--- src/hw/rtl/nfsu_pkg.sv ---
// Shared types, constants and helper functions for the neuron forward and SGD core.
// Used by nfsu_act and neuron_forward_and_sgd_update_core; depends on nothing.
`default_nettype none

package nfsu_pkg;

  localparam int MAX_INPUTS  = 64;
  localparam int PARAM_DEPTH = MAX_INPUTS + 1;
  localparam int PARAM_AW    = $clog2(PARAM_DEPTH);
  localparam int DATA_W      = 16;
  localparam int ACC_W       = 40;
  localparam int LR_W        = 16;
  localparam int COUNT_W     = 7;

  localparam logic [15:0] BETA_Q16 = 16'd58982;
  localparam logic [12:0] TANH_SAT = 13'd4093;

  typedef enum logic [1:0] {
    OP_LOAD = 2'd0,
    OP_FWD  = 2'd1,
    OP_GRAD = 2'd2,
    OP_NONE = 2'd3
  } opcode_t;

  typedef enum logic [1:0] {
    ACT_NONE    = 2'd0,
    ACT_RELU    = 2'd1,
    ACT_TANH    = 2'd2,
    ACT_SIGMOID = 2'd3
  } act_mode_t;

  typedef enum logic [1:0] {
    CFG_ACT_MODE = 2'd0,
    CFG_LR       = 2'd1,
    CFG_MOM_EN   = 2'd2,
    CFG_IN_COUNT = 2'd3
  } cfg_reg_t;

  typedef enum logic [3:0] {
    ST_IDLE,
    ST_F_MUL,
    ST_F_ACC,
    ST_F_BIAS,
    ST_F_RND,
    ST_F_ACT,
    ST_G_MUL,
    ST_G_MOM,
    ST_G_CHG,
    ST_G_WR
  } state_t;

  // tanh(k/4) in Q4.12 for k = 0..16.
  function automatic logic [12:0] tanh_lut(input logic [4:0] k);
    logic [12:0] t;
    case (k)
      5'd0:    t = 13'd0;
      5'd1:    t = 13'd1003;
      5'd2:    t = 13'd1893;
      5'd3:    t = 13'd2602;
      5'd4:    t = 13'd3119;
      5'd5:    t = 13'd3475;
      5'd6:    t = 13'd3707;
      5'd7:    t = 13'd3856;
      5'd8:    t = 13'd3949;
      5'd9:    t = 13'd4006;
      5'd10:   t = 13'd4041;
      5'd11:   t = 13'd4062;
      5'd12:   t = 13'd4076;
      5'd13:   t = 13'd4084;
      5'd14:   t = 13'd4089;
      5'd15:   t = 13'd4091;
      5'd16:   t = 13'd4093;
      default: t = 13'd0;
    endcase
    return t;
  endfunction

  // Saturate a 20-bit signed value to the 16-bit data range.
  function automatic logic signed [15:0] sat16(input logic signed [19:0] v);
    logic signed [15:0] r;
    if (v > 20'sd32767) begin
      r = 16'sh7fff;
    end else if (v < -20'sd32768) begin
      r = 16'sh8000;
    end else begin
      r = v[15:0];
    end
    return r;
  endfunction

endpackage

`default_nettype wire

--- src/hw/rtl/nfsu_act.sv ---
// Activation unit: none, relu, interpolated tanh or sigmoid, with a registered result.
// Depends on nfsu_pkg for the mode type and the tanh table.
`default_nettype none

module nfsu_act (
  input  wire logic                clk,
  input  wire logic                rst_n,
  input  wire logic                fire,
  input  wire nfsu_pkg::act_mode_t mode,
  input  wire logic signed [15:0]  x,
  output logic                     valid,
  output logic signed [15:0]       y
);
  import nfsu_pkg::*;

  logic [16:0]        mag;
  logic [16:0]        tin;
  logic [3:0]         seg;
  logic [9:0]         frac;
  logic [12:0]        t_lo;
  logic [12:0]        t_hi;
  logic [9:0]         diff;
  logic [19:0]        prod;
  logic [19:0]        prod_rnd;
  logic [12:0]        tpos;
  logic [13:0]        sig_sum;
  logic signed [15:0] y_nxt;
  logic               valid_r;
  logic signed [15:0] y_r;

  always_comb begin
    mag  = x[15] ? (17'd0 - {x[15], x}) : {1'b0, x};
    // Sigmoid reuses the tanh curve at half the argument.
    tin  = (mode == ACT_SIGMOID) ? {1'b0, mag[16:1]} : mag;
    seg  = tin[13:10];
    frac = tin[9:0];
    t_lo = tanh_lut({1'b0, seg});
    t_hi = tanh_lut({1'b0, seg} + 5'd1);
    diff = 10'(t_hi - t_lo);
    prod = {10'd0, diff} * {10'd0, frac};
    prod_rnd = prod + 20'd512;
    tpos = (tin >= 17'd16384) ? TANH_SAT : t_lo + {3'd0, prod_rnd[19:10]};
    sig_sum = x[15] ? (14'd4097 - {1'b0, tpos}) : (14'd4097 + {1'b0, tpos});
    case (mode)
      ACT_NONE:    y_nxt = x;
      ACT_RELU:    y_nxt = x[15] ? 16'sd0 : x;
      ACT_TANH:    y_nxt = x[15] ? (16'sd0 - $signed({3'd0, tpos})) : $signed({3'd0, tpos});
      ACT_SIGMOID: y_nxt = $signed({3'd0, sig_sum[13:1]});
      default:     y_nxt = x;
    endcase
  end

  always_ff @(posedge clk) begin
    if (!rst_n) begin
      valid_r <= 1'b0;
    end else begin
      valid_r <= fire;
    end
    if (fire) begin
      y_r <= y_nxt;
    end
  end

  assign valid = valid_r;
  assign y     = y_r;

endmodule

`default_nettype wire

--- config.mk ---
export PLATFORM = sky130hd
export DESIGN_NAME = nfsu_act
export DESIGN_NICKNAME = d
export VERILOG_FILES = /design/src/hw/rtl/nfsu_pkg.sv /design/src/hw/rtl/nfsu_act.sv
export SDC_FILE = /design/constraint.sdc
export NUM_CORES = 1
export LEC_CHECK = 0
export ABC_CLOCK_PERIOD_IN_PS = 17200
export CAP_MARGIN = 25
export CORE_MARGIN = 4
export CORE_UTILIZATION = 45
export CTS_CLUSTER_SIZE = 24
export DETAILED_ROUTE_END_ITERATION = 8
export DONT_BUFFER_PORTS = 1
export GPL_ROUTABILITY_DRIVEN = 0
export GPL_TIMING_DRIVEN = 1
export HOLD_SLACK_MARGIN = 0.15
export PLACE_DENSITY_LB_ADDON = 0.12
export SLEW_MARGIN = 15
export SYNTH_ARGS = -nofsm -noshare
export SYNTH_HDL_FRONTEND = slang
export SYNTH_SLANG_ARGS = --single-unit
--- constraint.sdc ---
create_clock -name clk -period 17.2 [get_ports clk]
set_clock_uncertainty 0.15 [all_clocks]
set_input_delay 5.16 -clock clk [delete_from_list [all_inputs] [get_ports clk]]
set_output_delay 5.16 -clock clk [all_outputs]
set_load 0.01 [all_outputs]
* Word level (Yosys, flattened, before mapping)
Memories as Yosys holds them, arrays and structs flattened.
Cells that the tools add are included.
** Storage, ports and cells
- Register bits :: 17
- Latch bits :: 0
- Bits in writable memories :: 0
- Bits in read-only memories :: 576
- Input port bits :: 21
- Word-level logic and storage cells :: 25
- Memories kept :: 2
** Cells by class
- Add/subtract/negate cells :: 8
- Multiply operators :: 1
- Divide/modulo/power cells :: 0
- Order comparisons :: 1
- Equality and inequality tests :: 3
- Shift operators :: 0
- Muxes and demuxes :: 7
- Bitwise operators :: 0
- Reductions and logical operators :: 1
** Memory list
- (no name shown) :: depth 32, width 12, rd ports 1, clocked after memory_dff 0, wr ports 0, line nfsu_pkg.sv:55 : case (k)
- (no name shown) :: depth 16, width 12, rd ports 1, clocked after memory_dff 0, wr ports 0, line nfsu_pkg.sv:55
** Operators with widths (number)
- one-hot mux 16 bit (4 select lines) :: 1
- 2-to-1 mux 17 bit :: 2
- adder 20 x 10 -> 20 bit (second input constant) :: 1
- multiplier 10 x 10 -> 20 bit :: 1
- >= comparator 17 x 15 -> 1 bit (second input constant) :: 1
- subtractor 1 x 16 -> 17 bit (first input constant) :: 1
- 2-to-1 mux 16 bit :: 1
- 2-to-1 mux 15 bit :: 1
- adder 13 x 13 -> 14 bit (first input constant) :: 1
- 2-to-1 mux 14 bit :: 1
- subtractor 1 x 13 -> 14 bit (first input constant) :: 1
- subtractor 13 x 13 -> 14 bit (first input constant) :: 1
- adder 13 x 10 -> 13 bit :: 1
- 2-to-1 mux 13 bit :: 1
- subtractor 10 bit :: 1
- adder 4 x 1 -> 5 bit (second input constant) :: 1
- == test 2 bit (second input constant) :: 2
- == test 2 x 1 -> 1 bit (second input constant) :: 1
- logical NOT 2 bit :: 1

* Logic depth before layout (Yosys ltp)
Gate-level depths: netlist (run 1).
An unclocked memory read counts as a cell.
- Depth after elaboration :: 13
- Gate-level depth with buffers :: 55
- Mapped depth without buffers :: 52

* Worst setup path before layout (run 1)
No wires, ideal clock.
- Kind :: input to register
- Start point :: in x[5]
- End point :: reg y_r[11] (netlist: y[11]), data pin
- Library setup time :: 272 ps
- Arrival :: 16928 ps
- Setup slack :: -150 ps
- Cell stages on the path :: 53
- Path buffers :: 5
- Cell sequence :: buf_6 or4_4 buf_6 o41ai_1 xor2_1 mux2i_1 clkbuf_1 ha_1 inv_1 ha_1 clkbuf_1 xnor2_1 nor2_1 a2111oi_0 o21ai_0 o21ai_1 ha_1 inv_1 (+17 left out) inv_1 ha_1 o211ai_1 a31o_2 nand2b_1 a21oi_1 xnor2_1 ha_1 clkbuf_1 a21oi_1 o221a_2 o21a_1 o31ai_1 xnor2_2 nand2_1 a311oi_2 xnor2_1 o221ai_2
** On the way
- Longest elaborated chain between the ends :: 13
** RTL lines
- from (decl) :: line nfsu_act.sv:10 : input wire logic signed [15:0] x,
- subtractor 1 x 16 -> 17 bit :: line nfsu_act.sv:32 : mag = x[15] ? (17'd0 - {x[15], x}) : {1'b0, x};
- 2-to-1 mux 17 bit * :: line nfsu_act.sv:32
- 2-to-1 mux 17 bit * :: line nfsu_act.sv:34 : tin = (mode == ACT_SIGMOID) ? {1'b0, mag[16:1]} : mag;
- adder 4 x 1 -> 5 bit :: line nfsu_act.sv:38 : t_hi = tanh_lut({1'b0, seg} + 5'd1);
- memory (32 x 12 bit)
- subtractor 10 bit :: line nfsu_act.sv:39 : diff = 10'(t_hi - t_lo);
- multiplier 10 x 10 -> 20 bit :: line nfsu_act.sv:40 : prod = {10'd0, diff} * {10'd0, frac};
- adder 20 x 10 -> 20 bit :: line nfsu_act.sv:41 : prod_rnd = prod + 20'd512;
- adder 13 x 10 -> 13 bit :: line nfsu_act.sv:42 : tpos = (tin >= 17'd16384) ? TANH_SAT : t_lo + {3'd0, prod_rnd[19:10]};
- 2-to-1 mux 13 bit * :: line nfsu_act.sv:42
- adder 13 x 13 -> 14 bit (tied with other cells) :: line nfsu_act.sv:43 : sig_sum = x[15] ? (14'd4097 - {1'b0, tpos}) : (14'd4097 + {1'b0, tpos});
- 2-to-1 mux 14 bit / 2-to-1 mux 16 bit (equally long branches) :: line nfsu_act.sv:43, nfsu_act.sv:47
- one-hot mux 16 bit (4 select lines) * :: line nfsu_act.sv:44 : case (mode)
- net y_nxt[11] :: line nfsu_act.sv:27 : logic signed [15:0] y_nxt;
- to (signal assigned) :: line nfsu_act.sv:60 : y_r <= y_nxt;
- to (decl) :: line nfsu_act.sv:29 : logic signed [15:0] y_r;
Mark *: on every way through the listed nets, which the timed path passes. The rest lies on a longest branch.
A chain may end at the register's enable or synchronous reset.

* Worst setup path after layout (run 1)
- Start point :: in x[4]
- End point :: reg y_r[9] (netlist: y[9]), data pin
The elaborated chain is that of the path after synthesis.

==> results.yml, run 1 <==
status:
  status: "complete, no violations"
global_routing:
  grt.total_usage: 0.229
  gr-total-overflow: 0
  grt_pass1_vias: 6449
  antenna_found_initial: 0
  grt_pass1_wl_mm: 33.9
  grt_max_degree: 59
setup_path:
  arrival_ns: 16.51
  cp_max_fo: 12
  cpMostUsedCell: "fa_1"
  critPathKind: "in -> reg"
  start_kind: "input port"
  worstSetupEndpointType: "flop"
  max_stage_delay_ns: 0.60
  required_ns: 17.02
  cp_slowest_cell: "or4_4"
timing:
  slew_headroom: 0.333
  fmax_mhz: 59.9
  fin_crit_sh: 0.970
  min_period_ns: 16.69
  setup_violations: 0
  hold_violations: 0
  slew_violations: 0
  whs_ns: 4.87
  worst_pin_slew_ns: 1.00
yosys:
  synth_edf_count: 16
  syn_inst: 902
  syn-num-nets: 1080
  syn_avg_cell_area_sq_um: 7.90
  synthesis.area_sq_mm: 0.00713
  async_flop_share: 0
  yosys_most_used_dff: "edfxtp_1"
  ys_ff_latch: 17
  ys_types: 85
  yosysSeqAreaShare: 0.0702
  yosys_warnings: 0
final_layout:
  mostFrequentLayoutCells: "inv_1 (104), nor2_1 (97), ha_1 (89), nand2_1 (87), fa_1 (64)"
  diodes: 0
  final_common_cell: "inv_1"
  finalNetCount: 1091
  multi_input_area_sq_mm: 0.00627
  fillCellCount: 1511
  seq_area_sq_um: 500
  area_delta_synth_final_pct: 10.5
  drive_above_1_share: 0.137
clock_tree:
  cts_sinks: 17
  ctsHoldBuffers: 0
  clockRootBuffer: "clkbuf_16"
  clk_pin_slew_worst_paths_ns: 0.05
  clk_path_buf_depth: 2
  cts_tree: "yes"
  h-tree-depth: 1
  numCtsBuffers: 3
floorplanning:
  dieArea_sq_mm: 0.0179
  num_rows: 45
  die_x_um: 134
  dieHeight_um: 134
  ioPinCount: 38
  initial_core_util: 0.464
  coreArea_sq_mm: 0.0154
flow_run:
  maxCapViolations: 0
min_path:
  hold_class: "in -> reg"
route:
  wl_per_cell_um: 18.6
  antenna_left: 0
  drt_pass1_iterations: 5
  via_per_inst: 5.91
  drt_iter0_markers: 465
  num_vias: 6637
  routed_wl_mm: 20.8
  drcViolationCount: 0
place:
  hpwl_mm: 16.6
  port_buffers: 0
-- worst max-delay path: cells and delay by family --
family / cells / cell delay [ns]
adders and majority gates: 9 / 3.69
buffers and inverters: 8 / 0.93
xor gates and xnor gates: 5 / 0.96
AOI/OAI and AO/OA: 19 / 3.77
and+or+nand+nor: 7 / 1.97
-- sequential cells by signal, indices dropped and copies added (netlist names) --
register,cells
y,16
valid,1
-- metrics by stage --
stage	utilization	area, sq um	setup WS [ns]	TNS, ns	instances
2_1_floorplan	-	7140	0.0196	0	902
3_3_place_gp	0.488	7500	0.210	0	1113
3_5_place_dp	0.488	7500	-0.0962	-0.164	1113
4_1_cts	0.493	7580	0.108	0	1117
5_1_grt	0.512	7880	-0.0990	-0.369	1123
6_report	0.512	7880	0.513	0	1123
-- cells in the mapped netlist, types with 4 or more instances --
master | count | area, sq um
ha_1 | 93 | 1160
o22ai_1 | 6 | 37.5
o221ai_1 | 5 | 43.8
o21a_1 | 6 | 45.0
o211ai_1 | 9 | 67.6
nand2_1 | 88 | 330
o21ai_1 | 9 | 45.0
or2_2 | 4 | 25.0
fa_1 | 64 | 1280
xnor2_1 | 38 | 333
a211oi_1 | 9 | 67.6
or3_1 | 5 | 31.3
o41ai_1 | 4 | 35.0
a21o_1 | 9 | 67.6
o21bai_1 | 7 | 52.6
nor2b_1 | 8 | 50.1
nor4_1 | 6 | 37.5
xor2_1 | 22 | 193
nand3_1 | 16 | 80.1
mux2i_1 | 8 | 80.1
nor2_1 | 101 | 379
inv_1 | 105 | 394
nor3_1 | 10 | 50.1
and3_1 | 5 | 31.3
nand2b_1 | 19 | 119
edfxtp_1 | 16 | 480
clkbuf_1 | 25 | 93.8
buf_6 | 6 | 67.6
buf_2 | 6 | 30.0
and2_1 | 7 | 43.8
o31ai_1 | 8 | 60.1
a31oi_1 | 9 | 56.3
a21oi_1 | 52 | 260
nand4_1 | 7 | 43.8
o21ai_0 | 30 | 150
-- cell type report --
type,count,share of cell area
clock buffer,4,0.0100
multi-input combinational,736,0.796
tap,211,0.0335
inverter,107,0.0510
sequential,17,0.0635
timing repair buffer,48,0.0457
-- repair_timing --
action                     CTS  global route
setup endpoints to repair    0            12
resized for setup            0            47
buffers inserted             0             5
-- logic make-up after synthesis --
family	count (synthesis)	share of synthesized area
fa+ha+maj	157	0.343
mux	11	0.0181
xor+xnor	62	0.0783
compound gates	212	0.211
flops	17	0.0702
buf+inv	149	0.0865
simple gates	294	0.193
-- final timing paths --
check,start,to,slack (ns),cells past startpoint
worst min-delay path,fire,y[4],4.87,0
worst max-delay path,x[4],y[9],0.51,48
-- layer usage --
metal	wire length, um	share of wire	vias to the layer above	track usage
met3	1490	0.071	31	0.0251
met4	277	0.013	0	0.0274
met5	0	0	-	0
met1	9440	0.45	3197	0.336
li1	-	-	3151	-
met2	9640	0.46	258	0.374
Power of run 1 is not shown: default switching activity piles up to over one toggle a cycle in this logic, so the estimate is an artifact.
==> run 2: changes to the inputs <==
--- a/config.mk
+++ b/config.mk
@@ -7,6 +7,7 @@
 export LEC_CHECK = 0
 export ABC_CLOCK_PERIOD_IN_PS = 17200
 export CAP_MARGIN = 25
+export CORE_ASPECT_RATIO = 0.7
 export CORE_MARGIN = 4
 export CORE_UTILIZATION = 45
 export CTS_CLUSTER_SIZE = 24
==> results.yml, run 2 (synthesis results as in run 1) <==
status:
  status: "complete, no violations"
global_routing:
  grt_pass1_wl_mm: 34.7
  use_met3: 0.0669
  grt.total_usage: 0.241
  gr-total-overflow: 0
  met2_usage: 0.332
  grt_max_degree: 59
  grt_pass1_vias: 6544
  grt_util_met1: 0.389
  antenna_found_initial: 0
  grt_busiest_layer: "met1"
setup_path:
  cp_max_fo: 10
  cpMostUsedCell: "fa_1"
  cp_slowest_cell: "or4_1"
  worstSetupEndpointType: "flop"
  required_ns: 17.04
  start_kind: "input port"
  arrival_ns: 16.60
  critPathKind: "in -> reg"
  max_stage_delay_ns: 0.66
route:
  drcViolationCount: 0
  antenna_left: 0
  num_vias: 6688
  routed_wl_mm: 21.6
  drt_pass1_iterations: 5
  wl_per_cell_um: 19.4
  via_per_inst: 6.02
  drt_iter0_markers: 721
clock_tree:
  cts_sinks: 17
  cts_tree: "yes"
  clk_path_buf_depth: 2
  clockRootBuffer: "clkbuf_16"
  h-tree-depth: 1
  ctsHoldBuffers: 0
  numCtsBuffers: 3
  clk_pin_slew_worst_paths_ns: 0.05
place:
  port_buffers: 0
  hpwl_mm: 18.0
  placed_area_sq_mm: 0.00749
final_layout:
  drive_above_1_share: 0.131
  finalNetCount: 1090
  final_common_cell: "inv_1"
  final_area_sq_mm: 0.00785
  largest_register_ffs: 16
  diodes: 0
  mostFrequentLayoutCells: "inv_1 (105), nor2_1 (97), ha_1 (90), nand2_1 (88), fa_1 (64)"
  area_delta_synth_final_pct: 10.1
  fillCellCount: 1498
timing:
  slew_violations: 0
  worst_pin_slew_ns: 0.953
  setup_violations: 0
  min_period_ns: 16.76
  fmax_mhz: 59.6
  hold_violations: 0
  fin_crit_sh: 0.975
  slew_headroom: 0.359
flow_run:
  maxCapViolations: 0
min_path:
  hold_class: "in -> reg"
  hold_path_end: "y[11]"
  min-delay-start: "fire"
  worstHoldPathCells: 0
floorplanning:
  coreArea_sq_mm: 0.0155
  ioPinCount: 38
  dieArea_sq_mm: 0.0180
  die_x_um: 158
  initial_core_util: 0.460
  num_rows: 38
  dieHeight_um: 113
-- run 2: cell types whose count changed in the layout (fill, tap and decap cells not counted), sizes merged --
cell    previous run  this run
clkbuf             5         4
-- run 2: metal layers --
layer	wire length, um	vias up
li1	-	3131
met1	10600	3257
met2	8690	292
met3	2210	8
met4	76	0
met5	0	-
-- run 2: area by class of cell --
type | count | area (sq um) | share of cell area
multi-input cells | 736 | 6250 | 0.797
well taps | 200 | 250 | 0.0319
repair buffers | 47 | 365 | 0.0465
flip-flops and latches | 17 | 500 | 0.0638
inverters | 107 | 402 | 0.0512
clock buffers | 4 | 78.8 | 0.0100
-- run 2: what timing repair did --
action | CTS | global route
gates resized for setup | 1 | 39
pin swaps | 0 | 14
buffers inserted | 0 | 6
setup endpoints to repair | 3 | 12
-- run 2: worst max-delay path by stage --
stage / startpoint / endpoint / slack, ns / cells past startpoint
3_5_place_dp: x[6] / y[9] / -0.30 / 48
4_1_cts: x[6] / y[11] / 0.09 / 48
6_report: x[9] / y[15] / 0.44 / 44
5_1_grt: x[9] / y[11] / -0.005 / 42
2_1_floorplan: x[5] / y[12] / 0.02 / 54
3_3_place_gp: x[1] / y[9] / -0.13 / 48
-- run 2: worst max-delay path, delay by kind of cell --
| family | cells | cell delay (ns) |
|---|---|---|
| fa+ha+maj | 8 | 3.51 |
| compound gates | 17 | 3.50 |
| simple gates | 10 | 2.88 |
| xor+xnor | 3 | 0.71 |
| buf+inv | 5 | 0.43 |
| mux | 1 | 0.39 |
-- run 2: through the flow --
| stage | setup slack [ns] | util | hold WS [ns] | setup TNS, ns | instances |
|---|---|---|---|---|---|
| after floorplan | 0.0196 | - | 5.12 | 0 | 902 |
| after global placement | -0.134 | 0.483 | 5.12 | -0.479 | 1101 |
| after detailed placement | -0.298 | 0.483 | 5.12 | -1.70 | 1101 |
| after CTS | 0.0906 | 0.488 | 4.86 | 0 | 1105 |
| after global routing | -0.00469 | 0.506 | 4.86 | -0.00469 | 1111 |
| final | 0.435 | 0.506 | 4.87 | 0 | 1111 |
Power of run 2 is left out for the same reason.
